<file path="config.mk">
export PLATFORM = sky130hd
export DESIGN_NAME = mlt_cell
export DESIGN_NICKNAME = d
export VERILOG_FILES = /design/src/rtl/mac_learning_table_macros.svh /design/src/rtl/mlt_pkg.sv /design/src/rtl/mlt_cell.sv
export SDC_FILE = /design/constraint.sdc
export NUM_CORES = 1
export LEC_CHECK = 0
export ABC_AREA = 1
export ABC_CLOCK_PERIOD_IN_PS = 10100
export BUFFER_PORTS_ARGS = -buffer_cell sky130_fd_sc_hd__buf_4
export CAP_MARGIN = 20
export CELL_PAD_IN_SITES_DETAIL_PLACEMENT = 0
export CELL_PAD_IN_SITES_GLOBAL_PLACEMENT = 1
export CORE_AREA = 2 2 208 210
export CTS_CLUSTER_SIZE = 12
export DETAILED_ROUTE_END_ITERATION = 8
export DIE_AREA = 0 0 210 212
export GPL_TIMING_DRIVEN = 1
export PLACE_DENSITY = 0.6
export SLEW_MARGIN = 0
export SYNTH_ARGS = -nofsm -noshare
export SYNTH_HDL_FRONTEND = slang
export SYNTH_SLANG_ARGS = --single-unit
</file>
<file path="constraint.sdc">
create_clock -name clk -period 10.1 [get_ports clk]
set_input_delay 2.02 -clock clk [delete_from_list [all_inputs] [get_ports clk]]
set_output_delay 2.02 -clock clk [all_outputs]
set_load 0.03 [all_outputs]
</file>
<file path="src/rtl/mac_learning_table_macros.svh">
// Assertion macros shared by the MAC learning table RTL.
// Depends on nothing; included by files that carry assertions.
`ifndef MAC_LEARNING_TABLE_MACROS_SVH
`define MAC_LEARNING_TABLE_MACROS_SVH
// Implication checked on every clock edge outside reset.
`define MLT_ASSERT_IMP(label, ante, cons, msg) \
  label: assert property (@(posedge clk) disable iff (rst) (ante) |-> (cons)) else $error(msg);
// Implication whose consequent is checked in the cycle after the antecedent.
`define MLT_ASSERT_NEXT(label, ante, cons, msg) \
  label: assert property (@(posedge clk) disable iff (rst) (ante) |=> (cons)) else $error(msg);
`endif

</file>
<file path="src/rtl/mlt_pkg.sv">
// Package for the MAC learning table: beat types, operation and status codes.
// Depends on nothing.
package mlt_pkg;
  typedef enum logic [1:0] {
    FUNC_LEARN  = 2'd0,
    FUNC_LOOKUP = 2'd1,
    FUNC_AGE    = 2'd2,
    FUNC_FORGET = 2'd3
  } func_t;

  typedef enum logic [1:0] {
    ST_DONE     = 2'd0,
    ST_UPDATED  = 2'd1,
    ST_INSERTED = 2'd2,
    ST_FULL     = 2'd3
  } status_t;

  typedef enum logic [2:0] {
    S_IDLE    = 3'd0,
    S_SCAN    = 3'd1,
    S_APPLY   = 3'd2,
    S_COMPACT = 3'd3,
    S_DONE    = 3'd4
  } state_t;

  localparam int unsigned REG_STALE_TIME = 0;
  localparam logic [31:0] STALE_RESET = 32'd300000;

  typedef struct packed {
    logic [1:0]  func;
    logic [47:0] mac;
    logic [15:0] peer_id;
    logic        is_local;
    logic [47:0] now;
  } cmd_t;

  typedef struct packed {
    logic [1:0]  status;
    logic        found;
    logic [15:0] owner_peer;
    logic        owner_local;
    logic [8:0]  removed_count;
    logic [8:0]  entry_count;
  } rsp_t;

  // Per-cell control broadcast from the sequencer.
  typedef struct packed {
    logic scan;    // evaluate compare and drop flags
    logic insert;  // shift right from insert point, write new entry there
    logic update;  // rewrite owner and expiry of the hit entry
    logic compact; // close the lowest dropped slot by shifting cells above it left
  } cell_ctl_t;
endpackage

</file>
<file path="src/rtl/mlt_cell.sv">
// One table slot of the MAC learning table chain.
// Depends on mlt_pkg; neighbors feed left and right entry data.
module mlt_cell
  import mlt_pkg::*;
#(
  parameter int PEER_BITS = 16,
  parameter int TIME_BITS = 48
) (
  input  logic                 clk,
  input  logic                 rst,
  input  cell_ctl_t            ctl,
  input  logic                 occupied,
  input  logic [47:0]          key_in,
  input  logic [PEER_BITS:0]   owner_in,
  input  logic [TIME_BITS-1:0] expiry_in,
  input  logic                 drop_mode_age,
  input  logic [TIME_BITS-1:0] now_in,
  input  logic [PEER_BITS:0]   forget_owner,
  // Entry of the left neighbor (lower index), for insert shifting.
  input  logic [47:0]          left_key,
  input  logic [PEER_BITS:0]   left_owner,
  input  logic [TIME_BITS-1:0] left_expiry,
  input  logic                 left_ge,
  // Entry of the right neighbor (higher index), pulled in while compacting.
  input  logic [47:0]          src_key,
  input  logic [PEER_BITS:0]   src_owner,
  input  logic [TIME_BITS-1:0] src_expiry,
  input  logic                 src_take,
  input  logic                 src_drop,
  output logic [47:0]          key,
  output logic [PEER_BITS:0]   owner,
  output logic [TIME_BITS-1:0] expiry,
  output logic                 ge,    // key >= searched key (or empty)
  output logic                 hit,
  output logic                 drop
);
  logic ge_q, hit_q, drop_q;

  // Comparison flags registered during the scan cycle; the drop flag travels
  // with its entry while the row compacts.
  always_ff @(posedge clk) begin
    if (rst) begin
      ge_q <= 1'b0;
      hit_q <= 1'b0;
      drop_q <= 1'b0;
    end else if (ctl.scan) begin
      ge_q <= !occupied || (key >= key_in);
      hit_q <= occupied && (key == key_in);
      drop_q <= occupied && (drop_mode_age ? (expiry <= now_in) : (owner == forget_owner));
    end else if (ctl.compact && src_take) begin
      drop_q <= src_drop;
    end
  end

  // Entry storage: insert shifts right from the insert point, compact pulls left.
  always_ff @(posedge clk) begin
    if (ctl.insert && ge_q) begin
      if (left_ge) begin
        key <= left_key;
        owner <= left_owner;
        expiry <= left_expiry;
      end else begin
        key <= key_in;
        owner <= owner_in;
        expiry <= expiry_in;
      end
    end else if (ctl.update && hit_q) begin
      owner <= owner_in;
      expiry <= expiry_in;
    end else if (ctl.compact && src_take) begin
      key <= src_key;
      owner <= src_owner;
      expiry <= src_expiry;
    end
  end

  assign ge = ge_q;
  assign hit = hit_q;
  assign drop = drop_q;
endmodule
</file>
==> results <==
- The run finished with clean final reports.
- The relative max-transition margin is 35.9%.
- The shortest clock period the worst path allows after layout is 4430 ps.
- Clock skew on the completed layout was measured at 11.2 ps.
- After detailed routing, the total wire length is 44.8 mm.
- From synthesis to final layout, the design area changed by 55.5%.
- The initial core utilization is 21.4%.
- In the final design database the tool counted 2193 nets.
- The aggregate global routing overflow is 0.
- The number of vias per cell is 4.58.
- The max-slew violation count is 0.
- For this run, the number of standard cells in the final layout without fillers is 2240.
- In this run, the clock network consumes 36.1% of the power.
- The first detailed-routing pass took 5 iterations.
- Among the stages of the critical path, the cell type that occurs most often is sky130_fd_sc_hd__buf_4.
- The net count of the mapped netlist is 1698.
- The hold buffer count at cts is 0.
- For this run, the total global-route usage over all layers was measured as 19.6%.
- Combinational cells account for 29.8% of the total power.
- The kind of end point of the critical path is a flip-flop.
- For this block, the via count after detailed routing is 10300.
- The detailed router finished its first iteration with 532 violations.
- The mean instance size in the synthesized netlist is 7.67 um^2.
- The Yosys step of the flow raised 0 warnings.
- The category of the worst setup path launch point is an input pin.
- The first global-routing pass estimated 65.0 mm of wire.
- The number of antenna diodes is 0.
- The max-cap violation count is 0.
- The highest fanout seen on the critical path is 60.
- The floorplan step set the die width to 210 um.
- The worst hold path belongs to the class reg2reg.
- At the worst endpoint, the required time is 10270 ps.
- The category of the most critical setup path is in2reg.
- The core region is 0.0425 mm^2.
- The die covers 0.0445 mm^2.
- The height of the die is 212 um.
- In this run the post-CTS setup repair buffer count came out at 0.
- Summed over all cells, the static leakage comes to 6.79 nW.
- Clock-pin slew was measured on the worst setup and hold paths at 60 ps.
- Setup repair after global routing left no endpoint under its margin.
- The count of unresolved DRC violations after routing is 0.
- TritonCTS built the clock tree.
- The flip-flop and latch count after synthesis is 116.
- The standard-cell row count is 76.
- The number of CTS-inserted buffers is 17.
- The number of antenna violations at the first check in global routing is 0.
- Entering global routing, the biggest net connects 68 pins.
- Based on the critical path, the design can be clocked at up to 226 MHz.
- On the worst path, the slowest cell contributes a delay of 900 ps.
- The library cell used most frequently in the layout, excluding fill and tap cells, is sky130_fd_sc_hd__buf_4.
- The fraction of layout instances using a drive strength above 1 is 34.8%.
- The congestion estimate from routability-driven global placement came to 0.826.
- After detailed routing, the average wire length per cell comes to 20.0 um.
- The share of the clock period used by the worst path is 43.8%.
- The post-detailed-placement half-perimeter wirelength is 34.4 mm.
- The maximum root-to-sink buffer count is 2.
- The endpoint arrival time on the critical path is 4600 ps.
- The mapped netlist covers 0.00910 mm^2.
- At the pin with the least slew margin, the transition time is 961 ps.
- The clock latency of the later-clocked register in the worst-skew pair is 440 ps.
- The worst supply voltage drop on vdd is 0.0000981 V.
- The H-tree was split into 4 levels.
- The number of different library cells used by synthesis comes to 35.
- In this run, placement finished with an instance count of 2209.
- The power per cell area is 128 mW/mm^2.
- Setup violations remaining at the end of the flow were counted as 0.
- The count of instances resized after the clock tree is built is 0.
- Sequential cells burn 34.0% of the power.
- Counting both buffers and inverters, the worst setup path holds a total of 3.
- The signal on the critical path passes through buf_4 -> nand2_4 -> clkinv_2 -> buf_4 -> o21ai_0 -> o22ai_1.
- In the layout the commonest cells are sky130_fd_sc_hd__buf_4, sky130_fd_sc_hd__nor2_1, sky130_fd_sc_hd__nand2_1.
- The power dissipated by switching net loads is 0.579 mW.
- Synthesis produced a netlist whose cell count is 1187.
- For this design the top-level I/O count stands at 531.
- The number of fill cells in the layout is 4608.
- The count of antenna-violating nets left after detailed routing is 0.
- In the final timing run, aggregate negative setup slack is 0 ps.
- The number of global-route vias before repair came to 10400.
- The hold violation total from the final report was 0.
- Input and output buffers added on the ports amount to 530.
- For this run, the register share of the synthesized area comes to 37.9%.
- The cell type group with the largest total delay on the critical path is buffers and inverters.
- The clock root buffer is sky130_fd_sc_hd__clkbuf_16.
- The highest-delay cell along the critical path is sky130_fd_sc_hd__clkinv_2.
- In this run switching power makes up 32.0% of total power.
- The internal power component is 1.23 mW.
- Counting every sink on the clock net gives 116.
-- Yosys cell counts (all sizes together) --
cell type  count  area share, %
nor2         214            9.0
nand2        157            6.5
o21ai        147            8.1
a21oi        142            7.8
inv          136            5.6
edfxtp       113             37
ha            96             13
o22ai         65            4.5
buf           35            2.2
clkbuf        27            1.1
nand3         18            1.2
nand4          8           0.62
xnor2          8           0.77
nor3           5           0.44
dfxtp          3           0.66
a21o           2           0.16
o21a           2           0.16
or2            2           0.14
xor2           2           0.19
a211oi         1          0.083
a221oi         1          0.096
nor4           1          0.069
o211ai         1          0.083
o21bai         1          0.083
-- worst reg2reg max path, stage by stage (launching register included) --
cell                       delay (ps)
sky130_fd_sc_hd__dfxtp_1          360
sky130_fd_sc_hd__nand2_4          570
sky130_fd_sc_hd__clkinv_2         970
sky130_fd_sc_hd__buf_4            630
sky130_fd_sc_hd__o21ai_0          220
sky130_fd_sc_hd__o22ai_1          110
-- power groups by stage --
stage	Sequential [mW]	Combinational, mW	Clock, mW
floorplan	0.697	0.198	0
global placement	0.627	0.542	0
detailed placement	0.627	0.546	0
CTS	0.618	0.548	0.673
global route	0.622	0.595	0.692
finish	0.617	0.540	0.654
-- flip-flops by register name, summed over array words and instances (netlist names) --
name / flops
drop: 1
expiry: 48
ge: 1
hit: 1
key: 48
owner: 17
-- cell type report --
type | count | area [um^2] | area share (%)
clock buffer | 19 | 433 | 3.06
clock inverter | 12 | 163 | 1.15
inverter | 136 | 514 | 3.63
multi-input combinational | 873 | 4870 | 34.4
sequential | 116 | 3450 | 24.4
tap | 546 | 683 | 4.83
timing repair buffer | 538 | 4040 | 28.5
-- worst paths after layout --
kind,start,to,slack (ps),cells after the start
worst min register to register,drop,drop,560,2
worst max register to register,ge,expiry[8],6990,5
worst max-delay path,ctl[2],expiry[8],5670,6
worst min-delay path,drop,drop,560,2
-- routing by layer --
metal  track usage [%]  routed length, um  vias up
met1              23.0              17800     4777
met4              4.65                518        0
met2              35.1              22800      401
met3              5.79               3730       26
met5                 0                  0        -
li1                  -                  -     5064
-- through the flow --
step                util [%]  cell area (um^2)  worst slack (ps)  power (mW)  hold slack (ps)
floorplan                  -              9100              3690       0.895              607
global placement        31.9             13600              5210        1.17              517
detailed placement      31.9             13600              5140        1.17              536
CTS                     33.3             14200              5630        1.84              559
global route            33.3             14200              5430        1.91              602
finish                  33.3             14200              5670        1.81              561
-- cells by family after synthesis --
| kind of cell | synth area share, % |
|---|---|
| simple gates | 17.9 |
| xor+xnor | 0.962 |
| flops | 37.9 |
| compound gates | 21.1 |
| fa+ha+maj | 13.2 |
| buf+inv | 8.91 |
Note: power is estimated with default switching activity, not from simulation.
